$ cat src/rtl/core/hssp_pkg.sv
// ----------------------------------------------------------------------------
// hssp_pkg: shared types and constants for the half-step stepper positioner
// Holds the transfer payload structs, item and direction codes, register
// indexes and the half-step coil table.
// ----------------------------------------------------------------------------
package hssp_pkg;

  localparam int POS_BITS   = 10;
  localparam int DELAY_BITS = 16;
  localparam int CFG_BITS   = 16;

  // Item kinds
  localparam logic [1:0] FUNC_TICK      = 2'd0;
  localparam logic [1:0] FUNC_GOTO      = 2'd1;
  localparam logic [1:0] FUNC_SET_PHASE = 2'd2;

  // Motion directions
  localparam logic [1:0] DIR_NONE = 2'd0;
  localparam logic [1:0] DIR_CW   = 2'd1;
  localparam logic [1:0] DIR_CCW  = 2'd2;

  // Configuration register indexes
  localparam logic [1:0] CFG_STEP_DELAY    = 2'd0;
  localparam logic [1:0] CFG_LIMIT_CW_END  = 2'd1;
  localparam logic [1:0] CFG_LIMIT_CCW_END = 2'd2;

  // Configuration reset values
  localparam logic [DELAY_BITS-1:0] STEP_DELAY_RST    = DELAY_BITS'(10);
  localparam logic [POS_BITS-1:0]   LIMIT_CW_END_RST  = POS_BITS'(50);
  localparam logic [POS_BITS-1:0]   LIMIT_CCW_END_RST = POS_BITS'(973);

  localparam logic [3:0] COILS_OFF = 4'b0000;

  typedef struct packed {
    logic [1:0]          func;
    logic [POS_BITS-1:0] sample;
    logic [POS_BITS-1:0] goal;
    logic [2:0]          new_phase;
  } in_item_t;

  typedef struct packed {
    logic [3:0]          coils;
    logic [1:0]          moving_dir;
    logic [POS_BITS-1:0] last_position;
    logic                done_res;
    logic                limit_stop;
  } out_item_t;

  typedef struct packed {
    logic [DELAY_BITS-1:0] step_delay;
    logic [POS_BITS-1:0]   limit_cw_end;
    logic [POS_BITS-1:0]   limit_ccw_end;
  } cfg_t;

  // Half-step coil pattern, bit0 coil A .. bit3 coil D
  function automatic logic [3:0] phase_coils(input logic [2:0] phase);
    logic [3:0] pat;
    case (phase)
      3'd0:    pat = 4'b0001;
      3'd1:    pat = 4'b0011;
      3'd2:    pat = 4'b0010;
      3'd3:    pat = 4'b0110;
      3'd4:    pat = 4'b0100;
      3'd5:    pat = 4'b1100;
      3'd6:    pat = 4'b1000;
      default: pat = 4'b1001;
    endcase
    return pat;
  endfunction

endpackage

$ cat src/rtl/core/hssp_cfg.sv
// ----------------------------------------------------------------------------
// hssp_cfg: configuration registers
// Takes register writes from the configuration channel and holds the step
// interval and the two end limits.
// ----------------------------------------------------------------------------
module hssp_cfg (
  input  logic                          clk,
  input  logic                          rst,
  input  logic                          cfg_valid,
  output logic                          cfg_ready,
  input  logic [1:0]                    cfg_index,
  input  logic [hssp_pkg::CFG_BITS-1:0] cfg_data,
  output hssp_pkg::cfg_t                cfg
);
  import hssp_pkg::*;

  // Always take a write
  assign cfg_ready = 1'b1;

  // Update the addressed register; drop writes to unused indexes
  always_ff @(posedge clk) begin
    if (rst) begin
      cfg.step_delay    <= STEP_DELAY_RST;
      cfg.limit_cw_end  <= LIMIT_CW_END_RST;
      cfg.limit_ccw_end <= LIMIT_CCW_END_RST;
    end else if (cfg_valid && cfg_ready) begin
      case (cfg_index)
        CFG_STEP_DELAY:    cfg.step_delay    <= cfg_data[DELAY_BITS-1:0];
        CFG_LIMIT_CW_END:  cfg.limit_cw_end  <= cfg_data[POS_BITS-1:0];
        CFG_LIMIT_CCW_END: cfg.limit_ccw_end <= cfg_data[POS_BITS-1:0];
        default: begin
        end
      endcase
    end
  end

endmodule

$ cat src/rtl/core/hssp_core.sv
// ----------------------------------------------------------------------------
// hssp_core: positioner state and step decision
// Holds the motion state and works out, for one item, the next state and the
// result in a single pass of combinational logic.
// ----------------------------------------------------------------------------
module hssp_core (
  input  logic                clk,
  input  logic                rst,
  input  logic                advance,
  input  hssp_pkg::in_item_t  item,
  input  hssp_pkg::cfg_t      cfg,
  output hssp_pkg::out_item_t result
);
  import hssp_pkg::*;

  logic [POS_BITS-1:0]   held_position, held_position_next;
  logic [POS_BITS-1:0]   target_position, target_position_next;
  logic [2:0]            phase_index, phase_index_next;
  logic [1:0]            direction, direction_next;
  logic [DELAY_BITS-1:0] delay_left, delay_left_next;
  logic [3:0]            coil_pattern, coil_pattern_next;
  logic                  done_flag, lim_flag;

  logic [DELAY_BITS-1:0] delay_dec;
  logic                  go_on;
  logic                  inside_limits;

  // Count down without wrap
  assign delay_dec = (delay_left != '0) ? delay_left - DELAY_BITS'(1) : '0;

  // Keep moving until the target is passed
  assign go_on = ((direction == DIR_CW)  && (item.sample >= target_position)) ||
                 ((direction == DIR_CCW) && (item.sample <= target_position));

  assign inside_limits = (item.sample > cfg.limit_cw_end) &&
                         (item.sample < cfg.limit_ccw_end);

  // Next state for the item in the input register
  always_comb begin
    held_position_next   = held_position;
    target_position_next = target_position;
    phase_index_next     = phase_index;
    direction_next       = direction;
    delay_left_next      = delay_left;
    coil_pattern_next    = coil_pattern;
    done_flag            = 1'b0;
    lim_flag             = 1'b0;

    case (item.func)
      FUNC_TICK: begin
        delay_left_next = delay_dec;
        if (delay_dec == '0) begin
          held_position_next = item.sample;
          if (!go_on) begin
            // Target passed: switch off and flag done
            if (direction != DIR_NONE) begin
              direction_next    = DIR_NONE;
              coil_pattern_next = COILS_OFF;
              done_flag         = 1'b1;
            end
          end else begin
            delay_left_next = cfg.step_delay;
            // Step the phase unless the end limit in the travel direction is hit
            if (direction == DIR_CCW) begin
              if (item.sample < cfg.limit_ccw_end) begin
                phase_index_next = phase_index - 3'd1;
              end else begin
                direction_next = DIR_NONE;
                lim_flag       = 1'b1;
              end
            end else begin
              if (item.sample > cfg.limit_cw_end) begin
                phase_index_next = phase_index + 3'd1;
              end else begin
                direction_next = DIR_NONE;
                lim_flag       = 1'b1;
              end
            end
            // Drive the new phase only strictly inside both limits
            if (direction_next != DIR_NONE && inside_limits) begin
              coil_pattern_next = phase_coils(phase_index_next);
            end else begin
              direction_next    = DIR_NONE;
              coil_pattern_next = COILS_OFF;
              lim_flag          = 1'b1;
            end
          end
        end
      end
      FUNC_GOTO: begin
        held_position_next = item.sample;
        if (item.sample != item.goal) begin
          target_position_next = item.goal;
          delay_left_next      = cfg.step_delay;
          if (item.goal > item.sample) begin
            direction_next   = DIR_CCW;
            phase_index_next = 3'd7;
          end else begin
            direction_next   = DIR_CW;
            phase_index_next = 3'd0;
          end
        end
      end
      FUNC_SET_PHASE: begin
        phase_index_next = item.new_phase;
      end
      default: begin
      end
    endcase
  end

  // Result shows the state after the item
  always_comb begin
    result.coils         = coil_pattern_next;
    result.moving_dir    = direction_next;
    result.last_position = held_position_next;
    result.done_res      = done_flag;
    result.limit_stop    = lim_flag;
  end

  // Commit the state when the item moves to the output register
  always_ff @(posedge clk) begin
    if (rst) begin
      held_position   <= '0;
      target_position <= '0;
      phase_index     <= '0;
      direction       <= DIR_NONE;
      delay_left      <= '0;
      coil_pattern    <= COILS_OFF;
    end else if (advance) begin
      held_position   <= held_position_next;
      target_position <= target_position_next;
      phase_index     <= phase_index_next;
      direction       <= direction_next;
      delay_left      <= delay_left_next;
      coil_pattern    <= coil_pattern_next;
    end
  end

endmodule

$ cat src/rtl/core/half_step_stepper_positioner.sv
// An item is held in the input register and its result in the output register.
// Throughput: one item per cycle unless out_ready holds the output; an item is decided
// in one pass between the input register and the output register, which parts the two channels.
// Reset (rst, synchronous, active high): motor off, phase 0, positions and
// delay cleared, registers back to 10 ticks, 50 and 973, both channels empty.
// ----------------------------------------------------------------------------
// half_step_stepper_positioner: top level of one positioner channel
// Input register, decision core, output register and configuration registers.
// ----------------------------------------------------------------------------
module half_step_stepper_positioner (
  input  logic                          clk,
  input  logic                          rst,
  input  logic                          in_valid,
  output logic                          in_ready,
  input  hssp_pkg::in_item_t            in_data,
  output logic                          out_valid,
  input  logic                          out_ready,
  output hssp_pkg::out_item_t           out_data,
  input  logic                          cfg_valid,
  output logic                          cfg_ready,
  input  logic [1:0]                    cfg_index,
  input  logic [hssp_pkg::CFG_BITS-1:0] cfg_data
);
  import hssp_pkg::*;

  logic      stage_valid;
  in_item_t  stage_item;
  logic      out_load;
  cfg_t      cfg;
  out_item_t result;

  // Move the staged item on when the output register is free or drains
  assign out_load = stage_valid && (!out_valid || out_ready);
  assign in_ready = !stage_valid || out_load;

  hssp_cfg u_cfg (
    .clk       (clk),
    .rst       (rst),
    .cfg_valid (cfg_valid),
    .cfg_ready (cfg_ready),
    .cfg_index (cfg_index),
    .cfg_data  (cfg_data),
    .cfg       (cfg)
  );

  hssp_core u_core (
    .clk     (clk),
    .rst     (rst),
    .advance (out_load),
    .item    (stage_item),
    .cfg     (cfg),
    .result  (result)
  );

  // Input register
  always_ff @(posedge clk) begin
    if (rst) begin
      stage_valid <= 1'b0;
    end else if (in_ready) begin
      stage_valid <= in_valid;
    end
  end

  always_ff @(posedge clk) begin
    if (in_valid && in_ready) begin
      stage_item <= in_data;
    end
  end

  // Output register
  always_ff @(posedge clk) begin
    if (rst) begin
      out_valid <= 1'b0;
    end else if (out_load) begin
      out_valid <= 1'b1;
    end else if (out_ready) begin
      out_valid <= 1'b0;
    end
  end

  always_ff @(posedge clk) begin
    if (out_load) begin
      out_data <= result;
    end
  end

`ifndef SYNTHESIS
  a_pulses_exclusive: assert property (@(posedge clk) disable iff (rst)
    out_valid |-> !(out_data.done_res && out_data.limit_stop))
    else $error("done and limit stop pulsed together");

  a_stop_coils_off: assert property (@(posedge clk) disable iff (rst)
    out_valid && (out_data.done_res || out_data.limit_stop) |->
      (out_data.coils == COILS_OFF) && (out_data.moving_dir == DIR_NONE))
    else $error("motor not switched off on stop");

  a_idle_coils_off: assert property (@(posedge clk) disable iff (rst)
    out_valid && (out_data.moving_dir == DIR_NONE) |-> (out_data.coils == COILS_OFF))
    else $error("coils driven with no direction");

  a_stage_fill: assert property (@(posedge clk) disable iff (rst)
    in_valid && in_ready |=> stage_valid)
    else $error("accepted item not staged");
`endif

endmodule
$ cat config.mk
export PLATFORM = sky130hd
export DESIGN_NAME = half_step_stepper_positioner
export DESIGN_NICKNAME = d
export VERILOG_FILES = /design/src/rtl/core/hssp_pkg.sv /design/src/rtl/core/hssp_cfg.sv /design/src/rtl/core/hssp_core.sv /design/src/rtl/core/half_step_stepper_positioner.sv
export SDC_FILE = /design/constraint.sdc
export NUM_CORES = 1
export LEC_CHECK = 0
export ABC_CLOCK_PERIOD_IN_PS = 2970
export BUFFER_PORTS_ARGS = -buffer_cell sky130_fd_sc_hd__buf_2
export CAP_MARGIN = 15
export CORE_MARGIN = 4
export CORE_UTILIZATION = 51
export CTS_BUF_LIST = sky130_fd_sc_hd__clkbuf_4
export DETAILED_ROUTE_END_ITERATION = 8
export PLACE_DENSITY_LB_ADDON = 0.05
export SETUP_SLACK_MARGIN = 0.2
export SYNTH_ARGS = -nofsm -noshare
export SYNTH_HDL_FRONTEND = slang
export SYNTH_SLANG_ARGS = --single-unit
$ cat constraint.sdc
create_clock -name clk -period 2.97 [get_ports clk]
set_input_delay 0.7425 -clock clk [delete_from_list [all_inputs] [get_ports clk]]
set_output_delay 0.7425 -clock clk [all_outputs]
set_load 0.01 [all_outputs]
==> run metrics <==
clock sink count=roughly 130; fin cells=about 1000; Placer Congestion=~0.92; RSZ-0062 raised after global routing=yes; fin crit period=2.81 ns; Layout fillers=960; Post-synth top cells=90 x nand2_1, 83 x dfxtp_1, 61 x inv_1; max cap viols=0; worst-path maximum fanout=6; final setup TNS=0 ns; count leader, synth=nand2_1; post-synthesis net count=a little under 800; DRC Markers=0; final hold viol count=0; detailed-route wire length=between 15 and 20 mm; antenna violations before repair=0; initial DRC count=~380; Rel. slew slack=between 40% and 50%; Global Route Usage Sum=between 20 and 25%; critical path startpoint category=flop; core area=between 0.01 and 0.015 sq mm; clock-pin slew on the worst setup and hold paths=0.12 ns; drt pass-1 iters=5; FP Rows=40; ys async rst share=0%; Clock Skew=~0.018 ns; HP Class=input port to flop; CP Data Required Time=3.41 ns; Vias/cell=about 5.7; status=complete, no violations; CTS root buffer=clkbuf_4; Yosys top cell area share=25.6%; static leakage=~3.5 nW; Max Fclk=356 MHz; cell taking the most area after synthesis=dfxtp_1; Die H=around 120 microns; PD cells=around 500 mW/mm^2; Synth Flop Type=dfxtp_1; die area=about 0.015 sq mm; Synth Register Bits=approximately 130; Area Growth Syn to Fin=30.4%; Ports=roughly 70; Cell variety after synth=74; Critical Path Sink Type=flop; H-Tree Depth=4; Area contributors post-synth=dfxtp_1 26%, edfxtp_1 20%, ha_1 8.9%; Bufs on Longest Clock Path=2; total power=between 4 and 5 mW; Worst VDD drop=around 0.00038 V; hpwl dp=12.6 mm; total congestion overflow=0; ANT nets after route=0; number of synthesized flops with an enable pin=between 40 and 50; Slowest Stage Delay on Critical Path=about 0.44 ns; Final Max Tran Viols=0; Synth Warn #=0; crit path max-delay cell type=or4_4; Critical Path AT=approximately 3.3 ns; Post-Syn Area=~0.0065 sq mm; CP Cell Sequence=inv_2, ha_4, or3b_4, or2_1, or4_4, a21boi_4, nand3_4, o21ai_4, mux2_4, a22o_1; Least-Margin Pin Slew=between 0.7 and 0.8 ns; sequential area share after synthesis=roughly 45%; Avg Inst Size Synth=9.47 sq um; vias in the first global route=5580; largest net degree at the start of global routing=34; Worst-Skew Late Latency=0.54 ns; Die Width=about 120 microns; share of cells above drive strength 1=between 30% and 40%; Vias=about 5800; global-route wire length before repair=27.8 mm; final setup fails=0; CTS buffer count=17; WL/cell=17.6 microns; layout net count=roughly 900; Synth Instances=685; dpl cells=roughly 930; kind of critical path=flop to flop; Ant. Diodes=0; Final period util=between 90 and 100%; TritonCTS clock tree=yes; Initial Utilization=about 53%; count of buffers from port buffering=67; # hold bufs at CTS=0
[per-stage QoR]
stage | util, % | cell area [sq um] | setup slack (ns) | hold WS, ns
3_3_place_gp | 59.6 | 7280 | -0.0190 | 0.447
5_1_grt | 69.3 | 8470 | 0.0246 | 0.301
6_report | 69.3 | 8470 | 0.161 | 0.362
4_1_cts | 65.1 | 7960 | 0.154 | 0.329
2_1_floorplan | - | 6520 | 0.185 | 0.436
3_5_place_dp | 59.6 | 7280 | -0.0536 | 0.456
[worst max-delay path, delay by kind of cell (launching register included)]
| family | cells | cell delay (ns) |
|---|---|---|
| simple gates | 4 | 1.19 |
| mux | 1 | 0.33 |
| buf+inv | 1 | 0.06 |
| compound gates | 3 | 0.64 |
| fa+ha+maj | 1 | 0.14 |
| flops | 1 | 0.35 |
[where the power goes]
group / switching (mW) / leakage (nW) / total, mW / internal [mW]
registers: 0.0494 / 1.09 / 1.91 / 1.86
clock network: 0.679 / 0.175 / 1.36 / 0.680
logic: 0.518 / 2.23 / 0.968 / 0.450
[worst paths after layout]
path / endpoint / depth (start not counted) / start / slack (ns)
setup reg to reg: u_core.delay_left[8]$_SDFFE_PP0P_ / 10 / u_core.delay_left[0]$_SDFFE_PP0P_ / 0.16
hold / removal: stage_item[10]$_DFFE_PP_ / 1 / in_data[10] / 0.36
hold reg to reg: u_cfg.cfg[4]$_SDFFE_PP0P_ / 2 / u_cfg.cfg[4]$_SDFFE_PP0P_ / 0.47
setup / recovery: u_core.delay_left[8]$_SDFFE_PP0P_ / 10 / u_core.delay_left[0]$_SDFFE_PP0P_ / 0.16
[cells in the final DEF (no fill, tap or decap), types with 18 or more instances in the layout]
cell type,netlist,final
inv_1,61,59
ha_1,46,35
buf_2,2,67
dfxtp_1,83,81
buf_4,1,70
nand2_1,90,86
edfxtp_1,43,43
clkbuf_4,0,18
nor2_1,42,36
a22o_1,23,23
a21oi_1,47,43
[cell type report]
class / count / area (sq um) / share of cell area [%]
repair buffers: 151 / 1050 / 12.4
clock buffers: 18 / 135 / 1.60
clock inverters: 14 / 191 / 2.26
multi-input cells: 468 / 3690 / 43.6
well taps: 168 / 210 / 2.48
inverters: 61 / 229 / 2.70
flip-flops and latches: 126 / 2960 / 34.9
[flip-flops by register name, summed over array words and instances (netlist names)]
register                cells
u_core.coil_pattern         4
u_core.held_position       10
stage_item                 25
out_valid                   1
u_core.target_position     10
out_data                   18
stage_valid                 1
u_cfg.cfg                  36
u_core.direction            2
u_core.phase_index          3
u_core.delay_left          16
[metal layers]
layer | track usage (%) | part of all wire, % | vias to the layer above
met3 | 5.61 | 5.0 | 41
met5 | 0 | 0 | -
met2 | 41.0 | 50 | 159
met1 | 29.9 | 42 | 2792
li1 | - | - | 2761
met4 | 9.70 | 2.7 | 0
[cells by family after synthesis]
family | after synthesis | synth area share [%]
flip-flops | 126 | 45.5
other | 1 | 0.0578
buffers and inverters | 91 | 5.48
multiplexers | 20 | 3.14
XOR/XNOR | 6 | 0.810
adder cells (fa/ha/maj) | 46 | 8.87
AND/OR/NAND/NOR | 224 | 17.6
AO/OA/AOI/OAI | 171 | 18.6
[repair_timing]
| item | in CTS | in global routing |
|---|---|---|
| gates resized for setup | 35 | 65 |
| setup endpoints to repair | 53 | 62 |
| setup buffers | 24 | 17 |
| pin swaps | 14 | 31 |
| cloned | 1 | 0 |
No activity file was read; power rests on OpenSTA's default activity.
